==> src/hdl/wpdi_pkg.sv <==
`timescale 1ns / 1ps
package wpdi_pkg;
  localparam int SampleBits = 16;
  localparam int CordicSteps = 24;
  localparam int PreShift = 46 - SampleBits;
  localparam int CordW = 48;
  localparam int DaccW = 42;
  localparam int WaccW = 26;
  localparam int QW = 44;
  localparam int CfgIdxW = 1;
  localparam logic [CfgIdxW-1:0] RegSolX = 1'b0;
  localparam logic [CfgIdxW-1:0] RegSolY = 1'b1;
  localparam logic [WaccW-1:0] WaccMax = {WaccW{1'b1}};
  localparam logic signed [DaccW-1:0] DaccMax = {1'b0, {(DaccW-1){1'b1}}};
  localparam logic signed [DaccW-1:0] DaccMin = {1'b1, {(DaccW-1){1'b0}}};

  typedef struct packed {
    logic signed [15:0] meas_re;
    logic signed [15:0] meas_im;
    logic signed [15:0] pred_re;
    logic signed [15:0] pred_im;
    logic [15:0] weight;
    logic signed [15:0] sol;
  } lane_in_t;

  typedef struct packed {
    logic signed [DaccW-1:0] dacc;
    logic [WaccW-1:0] wacc;
  } lane_out_t;

  function automatic logic [31:0] atan_lut(input logic [4:0] i);
    logic [31:0] r;
    case (i)
      5'd0: r = 32'd536870912;  5'd1: r = 32'd316933406;
      5'd2: r = 32'd167458907;  5'd3: r = 32'd85004756;
      5'd4: r = 32'd42667331;   5'd5: r = 32'd21354465;
      5'd6: r = 32'd10679838;   5'd7: r = 32'd5340245;
      5'd8: r = 32'd2670163;    5'd9: r = 32'd1335087;
      5'd10: r = 32'd667544;    5'd11: r = 32'd333772;
      5'd12: r = 32'd166886;    5'd13: r = 32'd83443;
      5'd14: r = 32'd41721;     5'd15: r = 32'd20860;
      5'd16: r = 32'd10430;     5'd17: r = 32'd5215;
      5'd18: r = 32'd2607;      5'd19: r = 32'd1303;
      5'd20: r = 32'd651;       5'd21: r = 32'd325;
      5'd22: r = 32'd162;       5'd23: r = 32'd81;
      default: r = 32'd0;
    endcase
    return r;
  endfunction
endpackage

==> src/hdl/wpdi_merge.sv <==
`timescale 1ns / 1ps
// Rounded mean by restoring division, one quotient bit a cycle, both lanes together.
module wpdi_merge (
  input  logic                clk_i,
  input  logic                rst_ni,
  input  logic                start_i,
  input  wpdi_pkg::lane_out_t x_i,
  input  wpdi_pkg::lane_out_t y_i,
  output logic                done_o,
  output logic [15:0]         mx_o,
  output logic [15:0]         my_o
);
  localparam int QW = wpdi_pkg::QW;
  localparam int DW = wpdi_pkg::WaccW + 1;
  logic busy_q, busy_d;
  logic [5:0] cnt_q, cnt_d;
  logic [QW-1:0] nx_q, ny_q, nx_d, ny_d;
  logic [DW:0] rx_q, ry_q, rx_d, ry_d;
  logic [DW-1:0] dx_q, dy_q, dx_d, dy_d;
  logic sx_q, sy_q, sx_d, sy_d;
  logic [DW:0] tx, ty;

  function automatic logic [QW-1:0] numer(input wpdi_pkg::lane_out_t a);
    logic [wpdi_pkg::DaccW-1:0] m;
    m = a.dacc[wpdi_pkg::DaccW-1] ? -a.dacc : a.dacc;
    return {m, 1'b0} + QW'(a.wacc);
  endfunction

  function automatic logic [15:0] fin(input logic [QW-1:0] q, input logic s,
                                      input logic [DW-1:0] d);
    logic [15:0] r;
    if (d == '0) r = 16'd0;
    else if (s) r = (q > QW'(32768)) ? 16'h8000 : 16'(-q);
    else r = (q > QW'(32767)) ? 16'h7fff : q[15:0];
    return r;
  endfunction

  always_comb begin
    busy_d = busy_q; cnt_d = cnt_q; nx_d = nx_q; ny_d = ny_q;
    rx_d = rx_q; ry_d = ry_q; dx_d = dx_q; dy_d = dy_q; sx_d = sx_q; sy_d = sy_q;
    done_o = 1'b0;
    tx = {rx_q[DW-1:0], nx_q[QW-1]};
    ty = {ry_q[DW-1:0], ny_q[QW-1]};
    if (!busy_q) begin
      if (start_i) begin
        nx_d = numer(x_i); ny_d = numer(y_i);
        dx_d = {x_i.wacc, 1'b0}; dy_d = {y_i.wacc, 1'b0};
        sx_d = x_i.dacc[wpdi_pkg::DaccW-1]; sy_d = y_i.dacc[wpdi_pkg::DaccW-1];
        rx_d = '0; ry_d = '0; cnt_d = '0; busy_d = 1'b1;
      end
    end else begin
      nx_d = {nx_q[QW-2:0], tx >= {1'b0, dx_q}};
      ny_d = {ny_q[QW-2:0], ty >= {1'b0, dy_q}};
      rx_d = (tx >= {1'b0, dx_q}) ? tx - {1'b0, dx_q} : tx;
      ry_d = (ty >= {1'b0, dy_q}) ? ty - {1'b0, dy_q} : ty;
      cnt_d = cnt_q + 6'd1;
      if (cnt_q == 6'(QW - 1)) begin
        busy_d = 1'b0;
        done_o = 1'b1;
      end
    end
  end

  assign mx_o = fin(nx_d, sx_q, dx_q);
  assign my_o = fin(ny_d, sy_q, dy_q);

  always_ff @(posedge clk_i or negedge rst_ni) begin
    if (!rst_ni) begin
      busy_q <= 1'b0;
      cnt_q <= '0;
    end else begin
      busy_q <= busy_d;
      cnt_q <= cnt_d;
    end
  end

  always_ff @(posedge clk_i) begin
    nx_q <= nx_d; ny_q <= ny_d; rx_q <= rx_d; ry_q <= ry_d;
    dx_q <= dx_d; dy_q <= dy_d; sx_q <= sx_d; sy_q <= sy_d;
  end

  ap_cnt: assert property (@(posedge clk_i) disable iff (!rst_ni)
    busy_q |-> cnt_q < 6'(QW)) else $error("divider overrun");
  ap_start: assert property (@(posedge clk_i) disable iff (!rst_ni)
    busy_q |-> !start_i) else $error("start while dividing");
  ap_rem: assert property (@(posedge clk_i) disable iff (!rst_ni)
    busy_q && cnt_q != 6'd0 |-> rx_q < {1'b0, dx_q} || dx_q == '0)
    else $error("remainder too big");
endmodule

==> config.mk <==
export PLATFORM = sky130hd
export DESIGN_NAME = wpdi_merge
export DESIGN_NICKNAME = d
export VERILOG_FILES = /design/src/hdl/wpdi_pkg.sv /design/src/hdl/wpdi_merge.sv
export SDC_FILE = /design/constraint.sdc
export NUM_CORES = 1
export LEC_CHECK = 0
export ABC_CLOCK_PERIOD_IN_PS = 8000
export BUFFER_PORTS_ARGS = -buffer_cell sky130_fd_sc_hd__buf_4
export CAP_MARGIN = 30
export CORE_ASPECT_RATIO = 0.7
export CORE_UTILIZATION = 61
export DETAILED_ROUTE_END_ITERATION = 6
export PLACE_DENSITY_LB_ADDON = 0.2
export SLEW_MARGIN = 10
export SYNTH_ARGS = -nofsm -noshare
export SYNTH_HDL_FRONTEND = slang
export SYNTH_SLANG_ARGS = --single-unit
==> constraint.sdc <==
create_clock -name clk_i -period 8 [get_ports clk_i]
set_input_delay 1.2 -clock clk_i [delete_from_list [all_inputs] [get_ports clk_i]]
set_output_delay 1.2 -clock clk_i [all_outputs]
set_load 0.01 [all_outputs]
==> metrics.txt, run 1 <==
status finished, final reports clean; worst reg-to-reg path cell count 14; Pre-Repair DR Iteration Count 5; DRC 0; number of synthesized flops with an enable pin 108; CP Max Fanout 7; worst reg2reg path endpoint rx_q[11]$_SDFFCE_PN0P_; Max Clk Rate 0.1275 GHz; sequential fraction of the synthesis area 29.51%; CTS Sinks 203; DP HPWL 41670 um; R2R Path Start dx_q[11]$_DFFE_PP_; Clock Latency Late Sink 550 ps; vias per cell 6.531; Multi-input gate area 11740 um2; FILL cells 2172; mapped cell area 17550 um2; area grow syn2layout 15.45%; CTS Buf Count 22; layout cells sized above 1 15.40%; Crit. End Element output pin; setup TNS 0 ps; post-synth cell types 97; routed len/inst 20.39 um; worst slew pin tran 1039 ps; Post-Place Setup Slack 70.56 ps; final setup fails 0; GPL Wtd Cong 0.9545; IO Port Bufs 171; hold crit path type in -> async; H-Tree Depth 1; largest net degree at the start of global routing 63; Syn Inst Count 2095; CTS tree yes; Worst EP required 6800 ps; Ports 172; GRT overflow 0; worst path cell trace buf_4 -> or4_4 -> or4_4 -> or2_4 -> o41ai_4 -> xnor2_1 -> ha_1 -> a21o_1 -> a21o_1 -> a21oi_1 -> o41a_1 -> nand2_2 -> and4bb_2 -> xnor2_1 -> a21oi_1 -> nand4_1 -> or4_4 -> nor3_4 -> buf_4 -> a211oi_1 -> o21ai_1 -> buf_4; Worst-path clk slew 60 ps; ant diodes 0; clock skew 33.61 ps; endpoints failing hold 0; Peak VDD IR 0.0002365 V; clock tree buffer depth 3; die area 29470 um2; CORE AREA 28010 um2; post-synth net total 2349; Lkg Pwr 8.471 nW; Initial DRC Count 1870; Synth Register Bits 203; Final nets 2511; yosys warns 0; ys flop type edfxtp_1; top cells by area, synth edfxtp_1 (18%), dfxtp_1 (10%), ha_1 (7.9%); top-count cell post-synth nand2_1; area leader, netlist edfxtp_1; slack of the worst reg-to-reg path 3940 ps; Detailed Route WL 53910 um; Initial Util 62.66%; Crit-path slowest cell or4_4; vias in the first global route 15740; initial antenna violation count 0; kind of critical path in -> out; Final Max Slew Viols 0; clock root cell clkbuf_16; Slew HR 30.51%; post-layout minimum cycle time 7844 ps; Synth top cells by count nand2_1 (153), a21oi_1 (152), nor2_1 (149), o21ai_0 (126), inv_1 (120); pwr dens 312.1 nW/um2; Largest stage delay, worst path 620 ps; worst setup path end mx_o[10]; via count 17270; Final WS setup 155.8 ps; GRT Util Overall 35.57%; Die Y 143.9 um; Synth async-reset ratio 3.448%; Critical Path AT 6640 ps; max-cap viol count 0; antenna-violating nets left 0; register area 5184 um2; area share of the largest cell type after synthesis 18.48%; Die Width 204.8 um; CP startpoint x_i[41]; first-pass GRT wire length 83650 um; fin crit share 98.05%; Setup crit start kind input pin; cell row count 51; Mean Syn Cell Area 8.379 um2
-- stage by stage --
stage	cell area [um2]	total power [mW]	utilization, %	instances	hold slack (ps)
floorplan	17550	4.263	-	2095	441.7
global placement	19350	5.027	69.07	2599	459.9
detailed placement	19350	5.161	69.08	2600	473.0
CTS	20080	6.214	71.68	2640	479.8
global route	20270	6.720	72.34	2644	481.0
finish	20270	6.325	72.34	2644	484.5
-- layout make-up --
class,count,area share (%)
timing repair buffer,225,8.335
tap,371,2.291
clock inverter,14,0.7594
inverter,124,2.297
multi-input combinational,1681,57.95
clock buffer,26,2.791
sequential,203,25.58
-- kinds of logic after synthesis --
| kind of cell | count (synthesis) | share of synthesized area (%) |
|---|---|---|
| simple gates | 686 | 20.74 |
| compound gates | 648 | 24.72 |
| buf+inv | 211 | 4.562 |
| flops | 203 | 29.51 |
| xor+xnor | 170 | 8.525 |
| fa+ha+maj | 115 | 8.368 |
| mux | 62 | 3.578 |
-- power by group --
part           internal, mW  switching [mW]  leakage (nW)
clock network         0.579           0.445         0.346
logic                  1.42            1.94          6.23
registers              1.64           0.297          1.89
-- how the worst min path moves through the flow --
stage | start | end | cells after the start
finish | rst_ni | cnt_q[5]$_DFFE_PN0P_ | 1
global route | rst_ni | cnt_q[2]$_DFFE_PN0P_ | 1
CTS | rst_ni | cnt_q[3]$_DFFE_PN0P_ | 1
detailed placement | ny_q[25]$_DFF_P_ | ny_q[26]$_DFF_P_ | 2
global placement | nx_q[15]$_DFF_P_ | nx_q[16]$_DFF_P_ | 1
floorplan | ny_q[25]$_DFF_P_ | ny_q[26]$_DFF_P_ | 2
-- flip-flops by register name, indices dropped and copies added, names as in the netlist --
register,count
cnt_q,6
dy_q,26
sy_q,1
ry_q,27
sx_q,1
busy_q,1
rx_q,27
ny_q,44
dx_q,26
nx_q,44
-- routing by layer --
layer,vias up,share of wire [%],track usage (%)
li1,8216,-,-
met1,8156,45,53.64
met2,813,42,51.60
met3,84,10,6.757
met4,0,2.1,8.209
met5,-,0,0
-- critical path, delay by kind of cell --
kind / cells / cell delay, ps
AOI/OAI and AO/OA: 8 / 1500
and+or+nand+nor: 8 / 2850
xor gates and xnor gates: 2 / 290
adders and majority gates: 1 / 340
buffers and inverters: 3 / 460
-- repair_timing --
action                     in CTS  in global routing
setup endpoints to repair      13                 29
gates resized for setup         2                 38
pin swaps                       0                 14
hold buffers                    0                  0
setup buffers                   0                  4
-- placed cells by master, fill, tap and decap left out, types with 17 or more instances in the layout --
master	Yosys	final
a211oi_1	24	23
a21o_1	57	57
a21oi_1	152	147
a22oi_1	35	35
a31oi_1	17	17
and3_1	19	19
buf_4	2	223
clkbuf_16	0	22
dfxtp_1	88	88
edfxtp_1	108	108
ha_1	111	111
inv_1	120	119
mux2i_1	56	56
nand2_1	153	151
nand2b_1	29	28
nand3_1	59	59
nand4_1	30	30
nor2_1	149	146
nor2b_1	19	18
nor3_1	64	59
nor4_1	47	47
o21a_1	23	22
o21ai_0	126	121
o21ai_1	14	18
o31ai_1	36	31
o41ai_1	22	21
or3_1	17	17
or4_1	18	18
xnor2_1	115	115
xor2_1	54	54
(Power assumes the default switching activity.)
==> run 2, diff against run 1 <==
Settings changed: CORE_UTILIZATION 61 to 60.
==> run 2 against run 1 <==
The flow now finishes with violations (design-rule violations). Combinational power is 1% higher. Sequential share of layout area decreased by 0.065 points. Fmax up 0.55%. First-iteration DRC count fell by 0.37%. Cell count is 0.38% higher. Setup slack gained 43 ps. Critical path depth increased by 1. Core utilization decreased by 0.47 points. Design area is 0.25% higher. Largest cell class unchanged. Sequential cell count unchanged.
==> metrics.txt, run 2 (synthesized netlist as in run 1, its figures left out) <==
status complete, but fails checks; failing checks design-rule violations; Ports 172 (unchanged); layout cells sized above 1 15.56% (+0.16 points); post-route cell area 20320 um2 (+0.25%); vias in the first global route 16030 (+1.8%); Critical Path AT 6600 ps (-40 ps); Setup crit start kind input pin; Worst-path clk slew 60 ps (about the same); pwr dens 313.6 nW/um2 (+0.48%); hold_sp ny_q[25]$_DFF_P_; Clock Latency Late Sink 540 ps (about the same); hold crit path type reg -> reg; Crit-path slowest cell nor4b_1; fin crit share 97.51% (-0.54 points); worst reg2reg path endpoint rx_q[3]$_SDFFCE_PN0P_; kind of critical path in -> out; clock skew 38.83 ps (+5.215 ps); clock root cell clkbuf_16; first-pass GRT wire length 85620 um (+2.4%); placed cells 2607 (+0.27%); CP dominant cell by count buf_4; Final WS setup 198.8 ps (+43.00 ps); most frequent cells in the layout buf_4 (231), nand2_1 (152), a21oi_1 (150); die area 29950 um2 (+1.6%); largest net degree at the start of global routing 66 (+4.8%); routed len/inst 20.61 um (+1.1%); slack of the worst reg-to-reg path 4010 ps (+70 ps); via count 17360 (+0.55%); antenna-violating nets left 0 (unchanged); Post-Place Setup Slack 44.23 ps (-26.33 ps); CTS Buf Count 22 (unchanged); Crit. End Element output pin; max-cap viol count 0 (unchanged); GPL Wtd Cong 1.016 (+6.4%); Final Max Slew Viols 0 (unchanged); clock tree buffer depth 3 (unchanged); worst path cell trace buf_4 -> inv_1 -> ha_1 -> nor2b_1 -> nand4_1 -> o31ai_1 -> xnor2_1 -> ha_1 -> a21oi_1 -> nor2b_1 -> or3_1 -> a21oi_1 -> nor3_2 -> o21a_1 -> a21boi_0 -> o31ai_1 -> nor4b_1 -> nand4_2 -> buf_4 -> nor3_4 -> nand2b_2 -> o211ai_1 -> buf_4; Worst EP required 6800 ps (about the same); Non-Filler Instances 2654 (+0.38%); Lkg Pwr 8.510 nW (+0.46%); GRT overflow 0 (unchanged); CTS tree yes; commonest non-fill, non-tap cell in the layout buf_4; worst reg-to-reg path cell count 13 (-1); Final nets 2520 (+0.36%); Hold EP ny_q[26]$_DFF_P_; IO Port Bufs 171 (unchanged); Die Width 206.4 um (+0.82%); CP Max Fanout 9 (+2); Pre-Repair DR Iteration Count 7 (+2); placed inst area 19400 um2 (+0.26%); Die Y 145.1 um (+0.82%); FILL cells 2263 (+4.2%); Largest stage delay, worst path 530 ps (-90 ps); Slew HR 35.39% (+4.9 points); Hold Path Depth 2; total chip power 6.372 mW (+0.74%); area grow syn2layout 15.75%; CTS Sinks 203 (unchanged); Peak VDD IR 0.0002003 V (-15%); R2R Path Start rx_q[10]$_SDFFCE_PN0P_; final setup fails 0 (unchanged); H-Tree Depth 1 (unchanged); top flop regs nx_q (44), ny_q (44); DP HPWL 42490 um (+2.0%); setup TNS 0 ps (unchanged); CORE AREA 28270 um2 (+0.91%); DRC 6 (+6); GRT Util Overall 35.60% (+0.036 points); Initial DRC Count 1863 (-0.37%); Fin Hold WS 481.5 ps (-3.013 ps); cell row count 51 (unchanged); Max Clk Rate 0.1282 GHz (+0.55%); vias per cell 6.543 (+0.17%); Initial Util 62.09% (-0.57 points); post-layout minimum cycle time 7801 ps (-43.00 ps); Detailed Route WL 54690 um (+1.5%); worst slew pin tran 965.6 ps (-72.90 ps); Post-CTS Hold Buffers 0 (unchanged); initial antenna violation count 0 (unchanged); endpoints failing hold 0 (unchanged); end-of-flow core utilization 71.87% (-0.47 points)
## run 2: cell count changes in the layout (fill, tap and decap cells not counted), sizes merged
cell	previous run	this run
clkbuf	26	28
clkinv	11	10
buf	225	234
inv	122	123
diode	0	1
clkinvlp	3	1
## run 2: critical path: cells and delay by family
kind / cells / cell delay [ps]
AOI/OAI and AO/OA: 7 / 1830
xor gates and xnor gates: 1 / 170
adders and majority gates: 2 / 500
buffers and inverters: 4 / 610
and+or+nand+nor: 9 / 2250
## run 2: area by class of cell
type	instances	area [um2]	share of cell area, %
repair buffers	234	1754	8.634
well taps	371	464.2	2.285
diodes	1	2.502	0.01232
clock inverters	12	132.6	0.6528
inverters	124	465.4	2.291
flip-flops and latches	203	5184	25.51
multi-input cells	1681	11710	57.64
clock buffers	28	603.1	2.968
## run 2: where the power goes
| part | switching [mW] | leakage (nW) | internal [mW] |
|---|---|---|---|
| clock network | 0.448 | 0.359 | 0.603 |
| registers | 0.281 | 1.89 | 1.64 |
| logic | 1.96 | 6.26 | 1.44 |
## run 2: worst max-delay path by stage
stage               startpoint        to  slack (ps)  depth (start not counted)
floorplan              start_i  my_o[11]         380                         21
global placement       y_i[35]   my_o[2]         180                         21
detailed placement     y_i[35]   my_o[6]          40                         21
CTS                    y_i[35]   my_o[6]          30                         21
global route           x_i[41]   mx_o[7]         -20                         22
finish                 x_i[26]   mx_o[7]         200                         23
## run 2: routing by layer
| metal | global-route usage (%) | share of wire (%) | vias up |
|---|---|---|---|
| met5 | 0 | 0 | - |
| met4 | 6.801 | 1.8 | 0 |
| met3 | 6.828 | 11 | 74 |
| met2 | 51.34 | 42 | 839 |
| met1 | 54.49 | 45 | 8204 |
| li1 | - | - | 8247 |
## run 2: timing repair
action | CTS | global route
buffers inserted | 0 | 6
gates resized for setup | 3 | 29
pin swaps | 0 | 4
hold endpoints to repair | 0 | 0
endpoints found under the setup margin | 3 | 32
